==> config.mk <==
export PLATFORM = sky130hd
export DESIGN_NAME = ogf_xform
export DESIGN_NICKNAME = d
export VERILOG_FILES = /design/src/rtl/ogf_pkg.sv /design/src/rtl/ogf_xform.sv
export SDC_FILE = /design/constraint.sdc
export NUM_CORES = 2
export LEC_CHECK = 0
export BUFFER_PORTS_ARGS = -buffer_cell sky130_fd_sc_hd__buf_2
export CAP_MARGIN = 10
export CORE_AREA = 2 2 345 347
export CTS_CLUSTER_DIAMETER = 40
export DETAILED_ROUTE_END_ITERATION = 16
export DIE_AREA = 0 0 347 349
export GPL_TIMING_DRIVEN = 0
export PLACE_DENSITY = 0.53
export SLEW_MARGIN = 10
export SYNTH_ARGS = -nofsm -noshare
export SYNTH_HDL_FRONTEND = slang
export SYNTH_SLANG_ARGS = --single-unit
==> constraint.sdc <==
create_clock -name clk -period 7.4 [get_ports clk]
set_clock_uncertainty 0.15 [all_clocks]
set_input_delay 1.48 -clock clk [delete_from_list [all_inputs] [get_ports clk]]
set_output_delay 1.48 -clock clk [all_outputs]
set_load 0.02 [all_outputs]
==> src/rtl/ogf_pkg.sv <==
package ogf_pkg;

	// Default map size in cells
	localparam int MAP_WIDTH_DEF  = 128;
	localparam int MAP_HEIGHT_DEF = 128;

	// Fixed-point layout
	localparam int ROT_FRAC = 14;
	localparam int POS_FRAC = 8;
	localparam int SUM_FRAC = 22;

	// Datapath widths, sized for maps up to 1024 cells a side
	localparam int OFS_W  = 12;
	localparam int LX_W   = 20;
	localparam int PROD_W = 36;
	localparam int SUM_W  = 40;
	localparam int CELL_W = 18;

	// Configuration port
	localparam int REG_IDX_W  = 3;
	localparam int CFG_DATA_W = 16;
	localparam logic [REG_IDX_W-1:0] REG_COS    = 3'd0;
	localparam logic [REG_IDX_W-1:0] REG_SIN    = 3'd1;
	localparam logic [REG_IDX_W-1:0] REG_POSE_X = 3'd2;
	localparam logic [REG_IDX_W-1:0] REG_POSE_Y = 3'd3;
	localparam logic [REG_IDX_W-1:0] REG_OFFSET = 3'd4;
	localparam logic [REG_IDX_W-1:0] REG_BLEND  = 3'd5;

	// Commands
	localparam logic CMD_FUSE = 1'b0;
	localparam logic CMD_READ = 1'b1;

	// Cell values
	localparam logic [6:0]        CELL_UNKNOWN = 7'd50;
	localparam logic signed [7:0] VAL_FREE     = 8'sd0;
	localparam logic signed [7:0] VAL_OCC      = 8'sd100;
	localparam logic [8:0]        WEIGHT_FULL  = 9'd256;

	typedef struct packed {
		logic signed [15:0] cos_angle;
		logic signed [15:0] sin_angle;
		logic signed [15:0] pose_x;
		logic signed [15:0] pose_y;
		logic signed [15:0] sensor_offset;
	} cfg_t;

	typedef struct packed {
		logic              command;
		logic [6:0]        col;
		logic [6:0]        row;
		logic signed [7:0] local_value;
	} req_t;

	typedef struct packed {
		logic              command;
		logic signed [7:0] local_value;
		logic [6:0]        col;
		logic [6:0]        row;
		logic              out_of_range;
	} xf_t;

	typedef struct packed {
		logic [6:0] col;
		logic [6:0] row;
		logic [6:0] value;
		logic       written;
		logic       out_of_range;
	} res_t;

endpackage

==> src/rtl/ogf_xform.sv <==
module ogf_xform #(
	parameter int MAP_WIDTH  = 128,
	parameter int MAP_HEIGHT = 128,
	localparam int ADDR_W    = $clog2(MAP_WIDTH * MAP_HEIGHT)
) (
	input  logic               clk,
	input  logic               arst_n,
	input  logic               start,
	input  ogf_pkg::req_t      req,
	input  ogf_pkg::cfg_t      cfg,
	output logic               done,
	output ogf_pkg::xf_t       xf,
	output logic [ADDR_W-1:0]  addr
);
	import ogf_pkg::*;

	localparam int XW = $clog2(MAP_WIDTH);
	localparam int YW = $clog2(MAP_HEIGHT);
	localparam logic signed [OFS_W-1:0] HALF_W = OFS_W'(MAP_WIDTH / 2);
	localparam logic signed [OFS_W-1:0] HALF_H = OFS_W'(MAP_HEIGHT / 2);
	localparam logic signed [SUM_W-1:0] CENTRE_X = SUM_W'(MAP_WIDTH / 2) << SUM_FRAC;
	localparam logic signed [SUM_W-1:0] CENTRE_Y = SUM_W'(MAP_HEIGHT / 2) << SUM_FRAC;
	localparam logic signed [CELL_W-1:0] LIM_X = CELL_W'(MAP_WIDTH);
	localparam logic signed [CELL_W-1:0] LIM_Y = CELL_W'(MAP_HEIGHT);

	// Truncate toward zero: floor, then step up for negative values with a fraction
	function automatic logic signed [CELL_W-1:0] trunc_cells(input logic signed [SUM_W-1:0] g);
		logic signed [SUM_W-1:0] fl;
		logic                    up;
		fl = g >>> SUM_FRAC;
		up = g[SUM_W-1] && (g[SUM_FRAC-1:0] != '0);
		return CELL_W'(fl) + signed'(CELL_W'(up));
	endfunction

	logic signed [OFS_W-1:0]  dx, dy;
	logic signed [LX_W-1:0]   lx, ly;
	logic signed [PROD_W-1:0] lxc_s1, lys_s1, lxs_s1, lyc_s1;
	req_t                     req_s1, req_s2;
	logic                     v_s1, v_s2, v_s3;
	logic signed [SUM_W-1:0]  gx, gy;
	logic signed [CELL_W-1:0] cx, cy, cx_s2, cy_s2;
	logic                     oor, oor_s2;
	xf_t                      xf_s3;
	logic [ADDR_W-1:0]        addr_s3;

	// Centre the local cell and shift it forward by the sensor offset
	always_comb begin
		dx = signed'(OFS_W'(req.col)) - HALF_W;
		dy = signed'(OFS_W'(req.row)) - HALF_H;
		lx = (LX_W'(dx) <<< POS_FRAC) + LX_W'(cfg.sensor_offset);
		ly = LX_W'(dy) <<< POS_FRAC;
	end

	always_ff @(posedge clk or negedge arst_n) begin
		if (!arst_n) begin
			v_s1 <= 1'b0;
			v_s2 <= 1'b0;
			v_s3 <= 1'b0;
		end else begin
			v_s1 <= start;
			v_s2 <= v_s1;
			v_s3 <= v_s2;
		end
	end

	// Stage 1: rotation products
	always_ff @(posedge clk) begin
		if (start) begin
			lxc_s1 <= PROD_W'(lx) * PROD_W'(cfg.cos_angle);
			lys_s1 <= PROD_W'(ly) * PROD_W'(cfg.sin_angle);
			lxs_s1 <= PROD_W'(lx) * PROD_W'(cfg.sin_angle);
			lyc_s1 <= PROD_W'(ly) * PROD_W'(cfg.cos_angle);
			req_s1 <= req;
		end
	end

	// Stage 2: translate, truncate to cells (read commands keep their own cell), range check
	always_comb begin
		gx = SUM_W'(lxc_s1) + SUM_W'(lys_s1) + (SUM_W'(cfg.pose_x) <<< ROT_FRAC) + CENTRE_X;
		gy = SUM_W'(lyc_s1) - SUM_W'(lxs_s1) + (SUM_W'(cfg.pose_y) <<< ROT_FRAC) + CENTRE_Y;
		if (req_s1.command == CMD_READ) begin
			cx = signed'(CELL_W'(req_s1.col));
			cy = signed'(CELL_W'(req_s1.row));
		end else begin
			cx = trunc_cells(gx);
			cy = trunc_cells(gy);
		end
		oor = (cx < 0) || (cx >= LIM_X) || (cy < 0) || (cy >= LIM_Y);
	end

	always_ff @(posedge clk) begin
		if (v_s1) begin
			cx_s2  <= cx;
			cy_s2  <= cy;
			oor_s2 <= oor;
			req_s2 <= req_s1;
		end
	end

	// Stage 3: linear address
	always_ff @(posedge clk) begin
		if (v_s2) begin
			addr_s3 <= ADDR_W'(ADDR_W'(cy_s2[YW-1:0]) * ADDR_W'(MAP_WIDTH))
				+ ADDR_W'(cx_s2[XW-1:0]);
			xf_s3.command      <= req_s2.command;
			xf_s3.local_value  <= req_s2.local_value;
			xf_s3.col          <= cx_s2[6:0];
			xf_s3.row          <= cy_s2[6:0];
			xf_s3.out_of_range <= oor_s2;
		end
	end

	assign done = v_s3;
	assign xf   = xf_s3;
	assign addr = addr_s3;

endmodule

==> flow_summary_export.csv <==
group,metric,value,unit
logic_synthesis,synthSimpleGateAreaFrac,14.0,%
run,cap_violations,0,
die,core,117000,µm²
global_routing,grtUsageTotal,20.6,%
critical_path,startpoint_type,"primary input",
clock_network,cts_tree,"yes",
placement,dp.cells,5974,
sta,tightest_slew,1.13,ns
critical_path,path_common_cell,"fa_1",
critical_path,critPathMaxFanout,8,
critical_path,worstPathArrival,8.83,ns
logic_synthesis,synth-warning-count,0,
die,ios,145,
sta,finalHoldViolations,0,
sta,maxSlewViolCount,0,
critical_path,r2r-end,"oor_s2",
detailed_routing,vias,29159,
detailed_routing,dr.pass1.iters,7,
sta,rsz0062_at_grt,"yes",
sta,setup_slack,-1.34,ns
global_routing,grt_max_degree,84,
global_routing,grt_first_pass_wirelength,187,mm
logic_synthesis,synth_nets,5572,
global_routing,overflow,0,
die,rows,126,
logic_synthesis,async_reset_ff_share,1.60,%
detailed_routing,ant_nets,0,
logic_synthesis,ys_ff_latch,188,
critical_path,r2r-start,"lxc_s1[16]",
min_path,hold_path_end,"xf[15]",
clock_network,clk_pin_slew,0.09,ns
detailed_routing,vias_per_cell,4.80,
die,die_h,349,µm
logic_synthesis,synth_common_cells,"1054 x inv_1, 787 x fa_1, 429 x nand2_1",
detailed_routing,avgRoutedWirePerCell,20.1,µm
clock_network,hold_buffers,0,
placement,gp_congestion,0.914,
min_path,min_from,"req_s2[0]",
critical_path,max_stage_delay,0.61,ns
global_routing,antenna_found_initial,19,
sta,fin_crit,8.74,ns
critical_path,rr_worst_depth,22,
logic_synthesis,yosys.area_share.adder,50.4,%
detailed_routing,wl,122,mm
detailed_routing,drt_iter0_drc,1659,
clock_network,clk_latency,0.52,ns
logic_synthesis,synth-edff-count,185,
logic_synthesis,yosys-top-cells-area,"fa_1 39%, edfxtp_1 14%, ha_1 12%",
logic_synthesis,synthMuxAreaShare,0.297,%
die,dieArea,121000,µm²
sta,post-route-period-util,118,%
logic_synthesis,syn_area,40900,µm²
die,initial_core_util,34.8,%
logic_synthesis,avgSynthCellArea,9.53,µm²
critical_path,critPathSlowestCell,"fa_1",
finish,drive_above_1_share,11.9,%
critical_path,reg2reg_slack,0.84,ns
logic_synthesis,synth_top_area_share,38.5,%
sta,slew_headroom,24.3,%
logic_synthesis,yosysUniqueCellTypes,84,
logic_synthesis,synth_compound_area_share,6.13,%
logic_synthesis,synth_top_family_by_area,"adder cells",
sta,setup_viol,35,
clock_network,cts_sinks,188,
global_routing,grt_pass1_vias,31073,
logic_synthesis,yosysMostFrequentCell,"inv_1",
die,fp.dieW,347,µm
placement,dpl.hpwl,102,mm
logic_synthesis,synthCells,4292,
logic_synthesis,synth_xor_area_share,4.17,%
clock_network,cts_inserted_buffers,17,
clock_network,clock_path_buffers,2,
critical_path,endpoint_kind,"flip-flop",
run_status,status,"finished, violations left",
min_path,hp-class,"flip-flop to flip-flop",
placement,io_buffers,144,
min_path,holdPathStages,0,
clock_network,cts_root_buf,"clkbuf_16",
finish,syn2layout_area_growth,13.4,%
sta,fmax,114,MHz
critical_path,required,7.49,ns
finish,final_nets,5801,
logic_synthesis,synth_top_flop_cell,"edfxtp_1",
critical_path,criticalPathCategory,"primary input to flip-flop",
clock_network,htreeDepth,4,
detailed_routing,drc,0,
logic_synthesis,ys_seq_area_share,13.8,%
run_status,violations,"negative setup slack",
finish,fill_cells,11745,
logic_synthesis,synth_largest_area_cell,"fa_1",
finish,fin_cells,6072,
timing repair:
item,CTS,global route
endpoints found under the setup margin,46,44
gates resized for setup,183,140
buffers inserted,53,12
hold endpoints to repair,0,0
pin swaps,57,61
cells by family (layout without fill, tap and decap cells):
family,count (synthesis),in the layout
buffers and inverters,1217,1459
AO/OA/AOI/OAI,378,378
multiplexers,11,11
other,0,2
AND/OR/NAND/NOR,1131,1131
flip-flops,188,188
adder cells (fa/ha/maj),1176,1176
XOR/XNOR,191,191
sequential cells by signal, indices dropped and copies added (netlist names):
register	flops
lxc_s1	33
v_s2	1
req_s1	23
req_s2	9
lyc_s1	24
v_s1	1
lys_s1	24
addr	1
cx_s2	7
oor_s2	1
lxs_s1	33
xf	23
cy_s2	7
done	1
per-layer routing:
layer / routed length (µm) / vias to the layer above / GRT usage (%)
met5: 126 / - / 0
met4: 4420 / 20 / 6.96
met3: 5740 / 185 / 2.11
met2: 58000 / 639 / 35.0
met1: 53600 / 14852 / 27.6
li1: - / 13463 / -
cells in the final DEF (no fill, tap or decap), types with 58 or more instances in the layout:
master	n
edfxtp_1	185
ha_1	363
and2_1	379
buf_4	64
fa_1	777
clkbuf_1	103
xnor2_1	114
buf_2	142
inv_1	1037
a21oi_1	85
nor2_1	89
nand2_1	415
o21ai_0	58
per-stage QoR:
| stage | worst slack [ns] | cell area [µm²] | utilization, % | hold WS (ns) | setup TNS [ns] |
|---|---|---|---|---|---|
| floorplan | -1.05 | 41200 | - | 0.250 | -20.48 |
| global route | -1.71 | 46400 | 39.5 | 0.266 | -39.45 |
| finish | -1.34 | 46400 | 39.5 | 0.259 | -30.23 |
| CTS | -1.40 | 45900 | 39.1 | 0.265 | -31.11 |
| detailed placement | -3.26 | 43900 | 37.3 | 0.255 | -95.97 |
| global placement | -3.26 | 43800 | 37.3 | 0.251 | -95.44 |
how the worst max path moves through the flow:
stage	startpoint	end	slack [ns]	cells past startpoint
2_1_floorplan	req[15]	lxc_s1[31]	-1.05	34
3_3_place_gp	req[15]	lxs_s1[32]	-3.26	29
3_5_place_dp	req[15]	lxs_s1[32]	-3.26	29
4_1_cts	req[15]	lxs_s1[32]	-1.40	30
5_1_grt	req[15]	lxc_s1[31]	-1.71	35
6_report	req[15]	lxs_s1[32]	-1.34	32
cell type report:
cell class	instances	area (µm²)	area share, %
clock buffer	17	425	0.917
tap	1536	1920	4.14
sequential	188	5630	12.1
timing repair buffer	210	1370	2.94
inverter	1056	3970	8.56
buffer	161	916	1.97
antenna	2	5.00	0.0108
clock inverter	15	224	0.483
multi-input combinational	2887	32000	68.8
worst max-delay path: cells and delay by family:
kind	cells	cell delay, ns
AO/OA/AOI/OAI	8	1.47
XOR/XNOR	2	0.39
adder cells (fa/ha/maj)	9	3.88
buffers and inverters	8	0.91
AND/OR/NAND/NOR	5	0.69
Power is not shown: default switching activity piles up to over one toggle a cycle in this logic, so the estimate is an artifact.
